### src/design/sab_pkg.sv
// Shared constants, command and status types for the suffix array builder.
package sab_pkg;

  localparam int MAX_LEN_DEF = 64;
  localparam int SYM_W       = 8;
  localparam int POS_W       = 6;
  localparam int SEC_W       = SYM_W + 1;
  localparam int KEY_W       = SYM_W + SEC_W;

  typedef enum logic [4:0] {
    OP_IDLE,
    OP_LOAD,
    OP_LOAD_LAST,
    OP_K0_RD,
    OP_K0_WR,
    OP_SI_RD,
    OP_SI_LATCH,
    OP_SJ_RD,
    OP_SJ_CMP,
    OP_S_WR,
    OP_R_RD_ORD,
    OP_R_RD_KEY,
    OP_R_WR,
    OP_RB_RD,
    OP_RB_WR,
    OP_O_RD,
    OP_O_SHOW
  } dp_op_t;

  typedef struct packed {
    dp_op_t op;
  } dp_cmd_t;

  typedef struct packed {
    logic i_last;
    logic j_last;
    logic k_ge_n;
    logic ranks_full;
  } dp_stat_t;

endpackage

### src/design/sab_if.sv
// Valid/ready channel interfaces for text bytes and suffix positions.
interface sab_in_if import sab_pkg::*; ();
  logic             valid;
  logic             ready;
  logic [SYM_W-1:0] symbol;
  logic             final_req;

  modport source (output valid, output symbol, output final_req, input ready);
  modport sink   (input valid, input symbol, input final_req, output ready);
endinterface

interface sab_out_if import sab_pkg::*; ();
  logic             valid;
  logic             ready;
  logic [POS_W-1:0] position;
  logic             end_of_run;

  modport source (output valid, output position, output end_of_run, input ready);
  modport sink   (input valid, input position, input end_of_run, output ready);
endinterface

### src/design/sab_datapath.sv
// Datapath: text, key, rank and order memories, loop counters and compares.
module sab_datapath import sab_pkg::*; #(
  parameter int MAX_LEN = MAX_LEN_DEF
) (
  input  logic             clk,
  input  logic             rst_n,
  input  dp_cmd_t          cmd,
  input  logic [SYM_W-1:0] in_symbol,
  output dp_stat_t         stat,
  output logic [POS_W-1:0] out_position,
  output logic             out_end_of_run
);

  localparam int AW = $clog2(MAX_LEN);
  localparam int CW = $clog2(MAX_LEN + 1);

  logic [SYM_W-1:0] text_mem  [MAX_LEN];
  logic [KEY_W-1:0] key_mem   [MAX_LEN];
  logic [AW-1:0]    rank_mem  [MAX_LEN];
  logic [AW-1:0]    order_mem [MAX_LEN];

  logic [SYM_W-1:0] text_qa_r, text_qb_r;
  logic [KEY_W-1:0] key_q_r;
  logic [AW-1:0]    rank_qa_r, rank_qb_r;
  logic [AW-1:0]    order_q_r;

  logic [CW-1:0]    len_r, len_nxt;
  logic [CW-1:0]    n_r, n_nxt;
  logic [CW-1:0]    i_r, i_nxt;
  logic [CW-1:0]    j_r, j_nxt;
  logic [CW-1:0]    k_r, k_nxt;
  logic [AW-1:0]    cnt_r, cnt_nxt;
  logic [AW-1:0]    rank_r, rank_nxt;
  logic [AW-1:0]    idx_r, idx_nxt;
  logic [KEY_W-1:0] ki_r, ki_nxt;
  logic [KEY_W-1:0] prev_r, prev_nxt;
  logic [POS_W-1:0] pos_r, pos_nxt;
  logic             end_r, end_nxt;

  logic [AW-1:0]    i_a, ti_b, rk_b, key_a;
  logic [CW:0]      ik_sum;
  logic             i_last, j_last, key_less;
  logic [AW-1:0]    r_cur;
  logic [KEY_W-1:0] key_k0, key_rb;

  assign i_a    = i_r[AW-1:0];
  assign ti_b   = i_a + AW'(1);
  assign ik_sum = {1'b0, i_r} + {1'b0, k_r};
  assign rk_b   = ik_sum[AW-1:0];

  assign i_last = (i_r == n_r - CW'(1));
  assign j_last = (j_r == n_r - CW'(1));

  assign key_less = (key_q_r < ki_r) || ((key_q_r == ki_r) && (j_r < i_r));
  assign r_cur    = (i_r == '0) ? '0 :
                    ((key_q_r != prev_r) ? rank_r + AW'(1) : rank_r);

  assign key_k0 = {text_qa_r,
                   ((i_r + CW'(1)) < n_r) ? (SEC_W'(text_qb_r) + SEC_W'(1)) : SEC_W'(0)};
  assign key_rb = {SYM_W'(rank_qa_r),
                   (ik_sum < {1'b0, n_r}) ? (SEC_W'(rank_qb_r) + SEC_W'(1)) : SEC_W'(0)};

  assign stat.i_last     = i_last;
  assign stat.j_last     = j_last;
  assign stat.k_ge_n     = (k_r >= n_r);
  assign stat.ranks_full = ({1'b0, r_cur} == CW'(n_r - CW'(1)));

  always_comb begin
    unique case (cmd.op)
      OP_SJ_RD:    key_a = j_r[AW-1:0];
      OP_R_RD_KEY: key_a = order_q_r;
      default:     key_a = i_a;
    endcase
  end

  // Memory ports: registered reads every cycle, writes by command.
  always_ff @(posedge clk) begin
    text_qa_r <= text_mem[i_a];
    text_qb_r <= text_mem[ti_b];
    key_q_r   <= key_mem[key_a];
    rank_qa_r <= rank_mem[i_a];
    rank_qb_r <= rank_mem[rk_b];
    order_q_r <= order_mem[i_a];
    if (((cmd.op == OP_LOAD) || (cmd.op == OP_LOAD_LAST)) && (len_r < CW'(MAX_LEN))) begin
      text_mem[len_r[AW-1:0]] <= in_symbol;
    end
    if (cmd.op == OP_K0_WR) begin
      key_mem[i_a] <= key_k0;
    end else if (cmd.op == OP_RB_WR) begin
      key_mem[i_a] <= key_rb;
    end
    if (cmd.op == OP_S_WR) begin
      order_mem[cnt_r] <= i_a;
    end
    if (cmd.op == OP_R_WR) begin
      rank_mem[idx_r] <= r_cur;
    end
  end

  always_comb begin
    len_nxt  = len_r;
    n_nxt    = n_r;
    i_nxt    = i_r;
    j_nxt    = j_r;
    k_nxt    = k_r;
    cnt_nxt  = cnt_r;
    rank_nxt = rank_r;
    idx_nxt  = idx_r;
    ki_nxt   = ki_r;
    prev_nxt = prev_r;
    pos_nxt  = pos_r;
    end_nxt  = end_r;
    unique case (cmd.op)
      OP_LOAD: begin
        if (len_r < CW'(MAX_LEN)) len_nxt = len_r + CW'(1);
      end
      OP_LOAD_LAST: begin
        n_nxt   = (len_r < CW'(MAX_LEN)) ? len_r + CW'(1) : len_r;
        len_nxt = '0;
        i_nxt   = '0;
        j_nxt   = '0;
        k_nxt   = CW'(2);
      end
      OP_SI_LATCH: begin
        ki_nxt  = key_q_r;
        cnt_nxt = '0;
      end
      OP_SJ_CMP: begin
        if (key_less) cnt_nxt = cnt_r + AW'(1);
        j_nxt = j_last ? '0 : j_r + CW'(1);
      end
      OP_R_RD_KEY: idx_nxt = order_q_r;
      OP_R_WR: begin
        rank_nxt = r_cur;
        prev_nxt = key_q_r;
        i_nxt    = i_last ? '0 : i_r + CW'(1);
      end
      OP_RB_WR: begin
        i_nxt = i_last ? '0 : i_r + CW'(1);
        if (i_last) k_nxt = {k_r[CW-2:0], 1'b0};
      end
      OP_K0_WR, OP_S_WR: i_nxt = i_last ? '0 : i_r + CW'(1);
      OP_O_SHOW: begin
        pos_nxt = POS_W'(order_q_r);
        end_nxt = i_last;
        i_nxt   = i_last ? '0 : i_r + CW'(1);
      end
      default: ;
    endcase
  end

  always_ff @(posedge clk) begin
    if (!rst_n) begin
      len_r <= '0;
      n_r   <= CW'(1);
      i_r   <= '0;
      j_r   <= '0;
      k_r   <= CW'(2);
    end else begin
      len_r <= len_nxt;
      n_r   <= n_nxt;
      i_r   <= i_nxt;
      j_r   <= j_nxt;
      k_r   <= k_nxt;
    end
    cnt_r  <= cnt_nxt;
    rank_r <= rank_nxt;
    idx_r  <= idx_nxt;
    ki_r   <= ki_nxt;
    prev_r <= prev_nxt;
    pos_r  <= pos_nxt;
    end_r  <= end_nxt;
  end

  assign out_position   = pos_r;
  assign out_end_of_run = end_r;

endmodule

### src/design/sab_controller.sv
// Controller: sequences load, key build, sort, rank and output passes.
module sab_controller import sab_pkg::*; (
  input  logic     clk,
  input  logic     rst_n,
  input  logic     in_valid,
  input  logic     in_final,
  output logic     in_ready,
  input  logic     out_ready,
  output logic     out_valid,
  input  dp_stat_t stat,
  output dp_cmd_t  cmd
);

  typedef enum logic [3:0] {
    ST_LOAD, ST_K0_RD, ST_K0_WR, ST_SI_RD, ST_SI_LATCH, ST_SJ_RD, ST_SJ_CMP,
    ST_S_WR, ST_R_ORD, ST_R_KEY, ST_R_WR, ST_RB_RD, ST_RB_WR, ST_O_RD, ST_O_SHOW
  } state_t;

  state_t state_r, state_nxt;
  logic   out_valid_r, out_valid_nxt;

  always_comb begin
    state_nxt = state_r;
    cmd.op    = OP_IDLE;
    unique case (state_r)
      ST_LOAD: begin
        if (in_valid) begin
          cmd.op = in_final ? OP_LOAD_LAST : OP_LOAD;
          if (in_final) state_nxt = ST_K0_RD;
        end
      end
      ST_K0_RD: begin
        cmd.op    = OP_K0_RD;
        state_nxt = ST_K0_WR;
      end
      ST_K0_WR: begin
        cmd.op    = OP_K0_WR;
        state_nxt = stat.i_last ? ST_SI_RD : ST_K0_RD;
      end
      ST_SI_RD: begin
        cmd.op    = OP_SI_RD;
        state_nxt = ST_SI_LATCH;
      end
      ST_SI_LATCH: begin
        cmd.op    = OP_SI_LATCH;
        state_nxt = ST_SJ_RD;
      end
      ST_SJ_RD: begin
        cmd.op    = OP_SJ_RD;
        state_nxt = ST_SJ_CMP;
      end
      ST_SJ_CMP: begin
        cmd.op    = OP_SJ_CMP;
        state_nxt = stat.j_last ? ST_S_WR : ST_SJ_RD;
      end
      ST_S_WR: begin
        cmd.op = OP_S_WR;
        if (!stat.i_last)     state_nxt = ST_SI_RD;
        else if (stat.k_ge_n) state_nxt = ST_O_RD;
        else                  state_nxt = ST_R_ORD;
      end
      ST_R_ORD: begin
        cmd.op    = OP_R_RD_ORD;
        state_nxt = ST_R_KEY;
      end
      ST_R_KEY: begin
        cmd.op    = OP_R_RD_KEY;
        state_nxt = ST_R_WR;
      end
      ST_R_WR: begin
        cmd.op = OP_R_WR;
        if (!stat.i_last)         state_nxt = ST_R_ORD;
        else if (stat.ranks_full) state_nxt = ST_O_RD;
        else                      state_nxt = ST_RB_RD;
      end
      ST_RB_RD: begin
        cmd.op    = OP_RB_RD;
        state_nxt = ST_RB_WR;
      end
      ST_RB_WR: begin
        cmd.op    = OP_RB_WR;
        state_nxt = stat.i_last ? ST_SI_RD : ST_RB_RD;
      end
      ST_O_RD: begin
        cmd.op = OP_O_RD;
        if (!out_valid_r || out_ready) state_nxt = ST_O_SHOW;
      end
      ST_O_SHOW: begin
        cmd.op    = OP_O_SHOW;
        state_nxt = stat.i_last ? ST_LOAD : ST_O_RD;
      end
      default: state_nxt = ST_LOAD;
    endcase
  end

  assign out_valid_nxt = (state_r == ST_O_SHOW) ? 1'b1 :
                         (out_ready ? 1'b0 : out_valid_r);

  always_ff @(posedge clk) begin
    if (!rst_n) begin
      state_r     <= ST_LOAD;
      out_valid_r <= 1'b0;
    end else begin
      state_r     <= state_nxt;
      out_valid_r <= out_valid_nxt;
    end
  end

  assign in_ready  = (state_r == ST_LOAD);
  assign out_valid = out_valid_r;

endmodule

### src/design/suffix_array_builder_top.sv
// Top level of the suffix array builder: controller plus datapath.
// Text bytes transfer in at one per cycle; the byte flagged final_req ends the
// text (at most MAX_LEN bytes are kept, later bytes are dropped) and starts the
// build, during which in.ready is low. For a text of n bytes the build makes
// the first keys, then per round runs a sort, a rank pass and a key rebuild;
// rounds double the offset from 2 and stop once all ranks differ or the
// offset reaches n, so at most about log2(n) rounds run. The sort cost is set
// by the single read port of the key memory, which the compare loop walks one
// key at a time, reading each key and then comparing it. Results then transfer
// out one at a time, each read and then shown once the output register is free,
// position in sorted order, end_of_run on the last; the next text may start
// transferring in while the last result still waits in the output register.
// All memories start undefined and need no clearing pass.
module suffix_array_builder_top import sab_pkg::*; #(
  parameter int MAX_LEN = MAX_LEN_DEF
) (
  input logic      clk,
  input logic      rst_n,
  sab_in_if.sink   in_ch,
  sab_out_if.source out_ch
);

  dp_cmd_t  cmd;
  dp_stat_t stat;

  // Sequence the passes; hold the output valid until the transfer completes.
  sab_controller u_ctrl (
    .clk       (clk),
    .rst_n     (rst_n),
    .in_valid  (in_ch.valid),
    .in_final  (in_ch.final_req),
    .in_ready  (in_ch.ready),
    .out_ready (out_ch.ready),
    .out_valid (out_ch.valid),
    .stat      (stat),
    .cmd       (cmd)
  );

  // Store the text, build keys, sort by counting, rank, and present results.
  sab_datapath #(.MAX_LEN(MAX_LEN)) u_dp (
    .clk            (clk),
    .rst_n          (rst_n),
    .cmd            (cmd),
    .in_symbol      (in_ch.symbol),
    .stat           (stat),
    .out_position   (out_ch.position),
    .out_end_of_run (out_ch.end_of_run)
  );

endmodule

### src/flat_wrapper.sv
// flat-port wrapper written by rule: the top's interface ports become plain ports
module suffix_array_builder_top_flat import sab_pkg::*;
#(
  parameter int MAX_LEN = MAX_LEN_DEF
)
  (clk, rst_n, in_ch_valid, in_ch_symbol, in_ch_final_req, in_ch_ready, out_ch_valid, out_ch_position, out_ch_end_of_run, out_ch_ready);
  sab_in_if in_ch_i ();
  sab_out_if out_ch_i ();
  input logic clk;
  input logic rst_n;
  input wire logic [$bits(in_ch_i.valid)-1:0] in_ch_valid;
  input wire logic [$bits(in_ch_i.symbol)-1:0] in_ch_symbol;
  input wire logic [$bits(in_ch_i.final_req)-1:0] in_ch_final_req;
  output wire logic [$bits(in_ch_i.ready)-1:0] in_ch_ready;
  output wire logic [$bits(out_ch_i.valid)-1:0] out_ch_valid;
  output wire logic [$bits(out_ch_i.position)-1:0] out_ch_position;
  output wire logic [$bits(out_ch_i.end_of_run)-1:0] out_ch_end_of_run;
  input wire logic [$bits(out_ch_i.ready)-1:0] out_ch_ready;
  assign in_ch_i.valid = in_ch_valid;
  assign in_ch_i.symbol = in_ch_symbol;
  assign in_ch_i.final_req = in_ch_final_req;
  assign in_ch_ready = in_ch_i.ready;
  assign out_ch_valid = out_ch_i.valid;
  assign out_ch_position = out_ch_i.position;
  assign out_ch_end_of_run = out_ch_i.end_of_run;
  assign out_ch_i.ready = out_ch_ready;
  suffix_array_builder_top #(.MAX_LEN(MAX_LEN)) u_core (.clk(clk), .rst_n(rst_n), .in_ch(in_ch_i), .out_ch(out_ch_i));
endmodule
### config.mk
export PLATFORM = sky130hd
export DESIGN_NAME = suffix_array_builder_top_flat
export DESIGN_NICKNAME = d
export VERILOG_FILES = /design/src/design/sab_pkg.sv /design/src/design/sab_if.sv /design/src/design/sab_datapath.sv /design/src/design/sab_controller.sv /design/src/design/suffix_array_builder_top.sv /design/src/flat_wrapper.sv
export SDC_FILE = /design/constraint.sdc
export NUM_CORES = 2
export LEC_CHECK = 0
export BUFFER_PORTS_ARGS = -buffer_cell sky130_fd_sc_hd__buf_2
export CORE_ASPECT_RATIO = 1.25
export CORE_MARGIN = 3
export CORE_UTILIZATION = 35
export CTS_CLUSTER_SIZE = 10
export DETAILED_ROUTE_END_ITERATION = 12
export HOLD_SLACK_MARGIN = 0.12
export PLACE_DENSITY = 0.49
export SLEW_MARGIN = 20
export SYNTH_ARGS = -nofsm -noshare
export SYNTH_HDL_FRONTEND = slang
export SYNTH_SLANG_ARGS = --single-unit
### constraint.sdc
create_clock -name clk -period 16.07 [get_ports clk]
set_clock_uncertainty 0.15 [all_clocks]
set_input_delay 0.8035 -clock clk [delete_from_list [all_inputs] [get_ports clk]]
set_output_delay 0.8035 -clock clk [all_outputs]
set_load 0.05 [all_outputs]
## After elaboration in Yosys (flattened, before gate mapping)

Memories as Yosys holds them, arrays and structs flattened. A register that Yosys moved wholly into a read port is not among the register bits.
Index checks and enable logic that the tools add are counted.

| operators by class | value |
|---|---|
| $add $sub $neg | 10 |
| multiply operators | 0 |
| divide/modulo/power cells | 0 |
| magnitude comparators | 6 |
| equality and inequality tests | 35 |
| shift operators | 0 |
| multiplexer cells | 44 |
| bitwise logic cells | 1 |
| reduce and logical (&&, ||, !) cells | 18 |

Operators by type and width:

| operator | number |
|---|---|
| $pmux W5 S15 | 1 |
| $pmux W4 S15 | 1 |
| $pmux W7 S2 | 4 |
| $mux W7 | 5 |
| $eq A4 B4 Y1 const B | 7 |
| $eq A5 B4 Y1 const B | 5 |
| $mux W4 | 6 |
| $pmux W6 S2 | 2 |
| $add A7 B1 Y7 const B | 3 |
| $add A6 B1 Y6 const B | 3 |
| $mux W6 | 3 |
| $eq A17 B17 Y1 | 1 |
| $lt A17 B17 Y1 | 1 |
| $mux W17 | 1 |
| $ne A17 B17 Y1 | 1 |
| $eq A4 B3 Y1 const B | 4 |
| $eq A5 B3 Y1 const B | 3 |
| $eq A7 B7 Y1 | 2 |
| $lt A7 B7 Y1 | 2 |
| $mux W1 | 13 |
| $reduce_bool A2 Y1 | 6 |
| $ne A2 B2 Y1 const B | 5 |
| $add A8 B1 Y9 const B | 1 |
| $mux W3 | 3 |
| other kinds (24) | 31 |

| storage, ports and cells | value |
|---|---|
| register bits after elaboration | 99 |
| bits in latches | 0 |
| RAM bits | 2368 |
| ROM bits | 0 |
| input bits | 13 |
| output and inout bits | 9 |
| word-level logic and storage cells | 132 |
| memories | 4 |

Memories:

| name | depth | width | read ports | clocked after memory_dff | write ports | line | RTL |
|---|---|---|---|---|---|---|---|
| u_core.u_dp.key_mem | 64 | 17 | 1 | 1 | 1 | sab_datapath.sv:18 | `logic [KEY_W-1:0] key_mem [MAX_LEN];` |
| u_core.u_dp.text_mem | 64 | 8 | 2 | 2 | 1 | sab_datapath.sv:17 | `logic [SYM_W-1:0] text_mem [MAX_LEN];` |
| u_core.u_dp.order_mem | 64 | 6 | 1 | 1 | 1 | sab_datapath.sv:20 | `logic [AW-1:0] order_mem [MAX_LEN];` |
| u_core.u_dp.rank_mem | 64 | 6 | 2 | 2 | 1 | sab_datapath.sv:19 | `logic [AW-1:0] rank_mem [MAX_LEN];` |

## Depth between registers and ports, before layout

| depth | value |
|---|---|
| depth in word-level cells | 8 |
| mapped depth | 15 |
| gate-level depth less buffers | 12 |

## Hierarchy

Synthesis repeated with hierarchy kept, for this count alone.

| unflattened totals | value |
|---|---|
| cell total of the unflattened synthesis | 6191 |
| area, all modules | 105109.6 um^2 |

By module, submodules not included:

| module | times used | cells each | area an instance (um^2) | sequential area each (um^2) |
|---|---|---|---|---|
| sab_datapath | 1 | 6133 | 104652.9 | 74581.5 |
| sab_controller | 1 | 58 | 456.7 | 100.1 |

## Worst setup path before layout

OpenSTA, ideal clock, no wires.

| timing path | value |
|---|---|
| path kind | reg-to-reg |
| start point | register u_core.u_dp.i_r[1] |
| end point | memory u_core.u_dp.key_mem[0][6] (netlist name) (data pin) |
| setup time | 0.729 ns |
| data arrival time | 6.568 ns |
| data required time | 15.191 ns |
| path slack | 8.623 ns |
| stages on the path, launching flop included | 13 |
| path buffers | 1 |
| clock period less this slack | 7.447 ns |
| path through | dfxtp_1 > ha_1 > fa_1 > xor2_1 > clkbuf_1 > ha_1 > o21ai_0 > nand2b_1 > a21oi_1 > nor2b_1 > o21ai_0 > nand4_1 > o32ai_1 |

| on the way | value |
|---|---|
| longest elaborated chain between the ends | 4 |
| elaborated cells between the ends (all ways) | 7 |
| classes of those cells | 2 x add/sub; 2 x order compare; 3 x mux |

Ends and longest elaborated chain:

| element | line | RTL |
|---|---|---|
| from (decl) | sab_datapath.sv:29 | `logic [CW-1:0] i_r, i_nxt;` |
| from (signal assigned) | sab_datapath.sv:162 | `i_r <= i_nxt;` |
| $add A7 B7 Y8 or $add A7 B1 Y7 (tied branches) | sab_datapath.sv:48, sab_datapath.sv:59 |  |
| $lt A8 B7 Y1 or $lt A7 B7 Y1 (tied branches) | sab_datapath.sv:61, sab_datapath.sv:59 |  |
| $mux W7 or $mux W9 (tied branches) | sab_datapath.sv:61, sab_datapath.sv:59 |  |
| $mux W17 (no line) (*) | -- |  |
| to (decl) | sab_datapath.sv:18 |  |

Mark *: on every way between the ends. The rest lies on a longest branch, timed or not.

## Final worst setup path

| timing path | value |
|---|---|
| start point | register u_core.u_ctrl.state_r[0] |
| end point | register u_core.u_dp.key_q_r[5] (read register of u_core.u_dp.key_mem) |

| on the way | value |
|---|---|
| longest elaborated chain between the ends | 4 |
| elaborated cells between the ends (all ways) | 19 |
| classes of those cells | 16 x eq/ne; 2 x mux; 1 x reduce/logical |

Ends and longest elaborated chain:

| element | line | RTL |
|---|---|---|
| from (decl) | sab_controller.sv:19 | `state_t state_r, state_nxt;` |
| from (signal assigned) | sab_controller.sv:104 | `state_r <= state_nxt;` |
| $eq A4 B4 Y1 (tied with other cells) | sab_controller.sv:25 | `unique case (state_r)` |
| $pmux W5 S15 (*) | sab_controller.sv:25 |  |
| $eq A5 B4 Y1 or $eq A5 B3 Y1 (tied branches) | sab_datapath.sv:69 | `unique case (cmd.op)` |
| $pmux W6 S2 (*) | sab_datapath.sv:69 |  |
| to (decl) | sab_datapath.sv:23 | `logic [KEY_W-1:0] key_q_r;` |

Marked as above.
A chain may end at the register's enable or synchronous reset.

==> impl_summary.log <==
INFO  metric status = completed
INFO  metric gp_congestion = 0.853
INFO  metric instance_area_after_placement = 0.111 mm^2
INFO  metric synth_top_area_share = 68.5%
INFO  metric cts.reportedPaths.clkPinSlew = 0.06 ns
INFO  metric timing.hold.ws = 0.253 ns
INFO  metric cp.arrival = 7.20 ns
INFO  metric cell_with_the_biggest_individual_delay_on_the_critical_path = sky130_fd_sc_hd__buf_4
INFO  metric synth.yosys.seq_area_share = 70.2%
INFO  metric synth.lib_cells_used.distinct = 78
INFO  metric whs_path_depth = 4
INFO  metric post_synth_inst_count = 6984
INFO  metric dr.first_iter.drc_count = 7029
INFO  metric worstPathCellList = nor4bb_2 > a22oi_2 > buf_4 > nand2_8 > buf_4 > buf_12 > buf_4 > nand2_1 > and3_1 > a311oi_1 > a311oi_1 > a211o_1 > a31oi_1
INFO  metric detail_route.drc_violations = 0
INFO  metric route.met3.wl = 23000 um
INFO  metric timing.fmax = 152 MHz
INFO  metric drive_above_1_share = 15.6%
INFO  metric floorplan.die.height = 622 um
INFO  metric total_overflow_reported_by_the_global_router = 0
INFO  metric rows = 225
INFO  metric antenna_violations_before_repair = 12
INFO  metric worst_setup_path_start_kind = flip-flop
INFO  metric cts.repair.resized = 0
INFO  metric detailedPlacementHpwl = 198000 um
INFO  metric max_capacitance_violation_total = 0
INFO  metric ant_nets = 0
INFO  metric grt_pass1_vias = 64800
INFO  metric final_hold_viol_count = 0
INFO  metric power.clock.fraction = 43.6%
INFO  metric finalWorstPathRequiredPeriod = 6.58 ns
INFO  metric r2r_end = u_core.u_dp.key_q_r[5]
INFO  metric totalWireLength = 341000 um
INFO  metric grt_pass1_wl = 484000 um
INFO  metric total_power = 0.0139 W
INFO  metric grt_util_all_layers = 21.4%
INFO  metric io_buffer_count = 21
INFO  metric synthTopCellsByArea = sky130_fd_sc_hd__edfxtp_1 (69%), sky130_fd_sc_hd__mux4_2 (7.8%), sky130_fd_sc_hd__nand2_1 (3.7%)
INFO  metric vias = 64600
INFO  metric ys_async_rst_share = 0%
INFO  metric postSynthNetCount = 7056
INFO  metric synth_edf_count = 2427
INFO  metric floorplan.initialDensity = 35.3%
INFO  metric power.share.sequential = 52.6%
INFO  metric rsz0062_at_grt = false
INFO  metric timing.slew.headroom = 22.0%
INFO  metric crit_top_cell = sky130_fd_sc_hd__buf_4
INFO  metric final-max-slew-violation-count = 0
INFO  metric critPathMaxFanout = 166
INFO  metric hold_buffers = 0
INFO  metric cp_num_buf_inv = 4
INFO  metric internal_pwr_total = 0.0109 W
INFO  metric synth.yosys.warnings = 0
INFO  metric detailedRoute.firstPassIterationCount = 6
INFO  metric die_width = 499 um
INFO  metric detail_route.wirelength.met1 = 136000 um
INFO  metric pin_count = 22
INFO  metric dieArea = 0.310 mm^2
INFO  metric worstPathRequired = 16.69 ns
INFO  metric clock_tree.root_cell = sky130_fd_sc_hd__clkbuf_16
INFO  metric actual_transition_at_the_worst_max_transition_pin = 1.16 ns
INFO  metric grt_max_degree = 167
INFO  metric worst_hold_path_type = primary input to flip-flop
INFO  metric power.static_leakage = 38.1 nW
INFO  metric fin_setup_tns = 0 ns
INFO  metric reg2reg_from = u_core.u_ctrl.state_r[0]
INFO  metric dr_wl_met2 = 168000 um
INFO  metric endpoint_kind = flip-flop
INFO  metric ir_worst_vdd = 0.0801 mV
INFO  metric slowest_delay = 0.90 ns
INFO  metric whs_endpoint = u_core.u_dp.len_r[6]
INFO  metric clock_buffers_created_by_tritoncts = 298
INFO  metric regToRegSetupSlack = 9.49 ns
INFO  metric netSwitchingFraction = 21.6%
INFO  metric floorplan.core_area = 0.302 mm^2
INFO  metric comb_power_share = 3.8%
INFO  metric wire_per_inst = 30.7 um
INFO  metric depth_of_the_most_critical_reg_to_reg_path = 13
INFO  metric number_of_h_tree_branching_levels = 5
INFO  metric tritoncts = yes
INFO  metric hold_path_startpoint = in_ch_final_req
INFO  metric clock-sinks = 2517
INFO  metric period_share = 40.9%
INFO  metric cts.path.max_buffers = 4
INFO  metric topRoutingLayerUsed = met5
INFO  metric worst_skew_pair.late_latency = 0.87 ns
INFO  metric synth_top_flop_cell = sky130_fd_sc_hd__edfxtp_1
INFO  metric cellPowerDensity = 116 mW/mm^2
INFO  metric drt-vias-per-instance = 5.83
INFO  metric path_delay_family = buffers and inverters
INFO  metric leading_area_contributor_after_synthesis = sky130_fd_sc_hd__edfxtp_1
INFO  metric setup_viol_count_final = 0
INFO  metric synthToLayoutAreaGrowth = 12.7%
INFO  metric finalCoreUtilization = 39.7%
INFO  metric final_design_area_no_fill = 0.120 mm^2
INFO  metric finish.net_count = 7058
INFO  metric critical_path_class = flip-flop to flip-flop
INFO  metric synth.cell_area = 0.106 mm^2
INFO  metric net_switching = 0.00299 W
INFO  metric syn_area_per_cell = 15.2 um^2
INFO  metric cts.repair_timing.setup_buffer_count = 0
INFO  metric postSynthRegisterBits = 2517
cell type report:
class                   count  area [um^2]
diodes                      6         15.0
fillers                 27500       182000
inverters                  46          174
clock buffers             403         8020
flip-flops and latches   2517        74700
well taps                3972         4970
multi-input cells        3915        30000
repair buffers            208         1710
clock inverters            20          245
worst max-delay path by stage:
stage | from | to | slack (ns) | cells past startpoint
5_1_grt | u_core.u_ctrl.state_r[0] | u_core.u_dp.key_q_r[8] | 9.07 | 13
3_5_place_dp | u_core.u_ctrl.state_r[0] | u_core.u_dp.key_q_r[3] | 9.62 | 13
3_3_place_gp | u_core.u_ctrl.state_r[0] | u_core.u_dp.key_q_r[3] | 9.72 | 13
4_1_cts | u_core.u_ctrl.state_r[0] | u_core.u_dp.key_q_r[5] | 9.60 | 13
2_1_floorplan | u_core.u_dp.i_r[1] | u_core.u_dp.key_mem[0][6] | 8.62 | 12
6_report | u_core.u_ctrl.state_r[0] | u_core.u_dp.key_q_r[5] | 9.49 | 13
cells in the mapped netlist, drive strengths merged (62+ instances only):
cell,count
mux2,62
and3,156
clkbuf,283
dfxtp,90
buf,223
nand2,1042
nand3,323
a211oi,137
a221oi,116
a311oi,210
mux4,369
edfxtp,2427
a21oi,123
mux2i,111
a22oi,206
nor2,375
o21ai,72
a31oi,121
layout by cell type (no fill, tap or decap), drive strengths merged, types with 90 or more instances in the layout:
master | netlist | routed
clkbuf | 283 | 403
mux2i | 111 | 111
a211oi | 137 | 137
buf | 223 | 208
and3 | 156 | 156
a311oi | 210 | 210
nor2 | 375 | 375
mux4 | 369 | 369
a22oi | 206 | 206
a21oi | 123 | 123
nand2 | 1042 | 1042
edfxtp | 2427 | 2427
nand3 | 323 | 323
dfxtp | 90 | 90
a31oi | 121 | 121
a221oi | 116 | 116
per-stage QoR:
step / setup slack [ns] / cells
2_1_floorplan: 8.62 / 6984
3_3_place_gp: 9.72 / 10700
3_5_place_dp: 9.62 / 10700
4_1_cts: 9.60 / 11100
5_1_grt: 9.07 / 11100
6_report: 9.49 / 11100
flip-flops by register name, indices dropped and copies added (netlist names), 7 cells and up:
name	flops
u_core.u_dp.i_r	7
u_core.u_dp.j_r	7
u_core.u_dp.key_mem	1088
u_core.u_dp.key_q_r	17
u_core.u_dp.ki_r	17
u_core.u_dp.len_r	7
u_core.u_dp.n_r	7
u_core.u_dp.order_mem	384
u_core.u_dp.prev_r	17
u_core.u_dp.rank_mem	384
u_core.u_dp.text_mem	512
u_core.u_dp.text_qa_r	8
u_core.u_dp.text_qb_r	8
worst register-to-register path: cells and delay by family (launching register included):
kind	cells	cell delay [ns]
AO/OA/AOI/OAI	5	1.00
AND/OR/NAND/NOR	4	1.71
flip-flops	1	0.77
buffers and inverters	4	2.88
kinds of logic after synthesis:
logic type	Yosys count	synth area share (%)
multiplexers	542	9.52
flip-flops	2517	70.2
adder cells (fa/ha/maj)	59	0.701
buffers and inverters	552	2.21
XOR/XNOR	69	0.607
AND/OR/NAND/NOR	2065	8.50
AO/OA/AOI/OAI	1180	8.22
layer usage:
metal	GRT usage (%)	vias to the layer above
met5	0	-
li1	-	27600
met1	27.8	33800
met2	35.9	2588
met3	3.44	582
met4	7.95	4
power by group through the flow:
stage                     Sequential [W]  Combinational, W  Clock, W
final                            0.00729          0.000530   0.00603
after CTS                        0.00728          0.000536   0.00616
after global routing             0.00728          0.000570   0.00641
after global placement           0.00742          0.000527         0
after detailed placement         0.00742          0.000535         0
after floorplan                  0.00742          0.000295         0
Power figures use the tool's default switching activity.
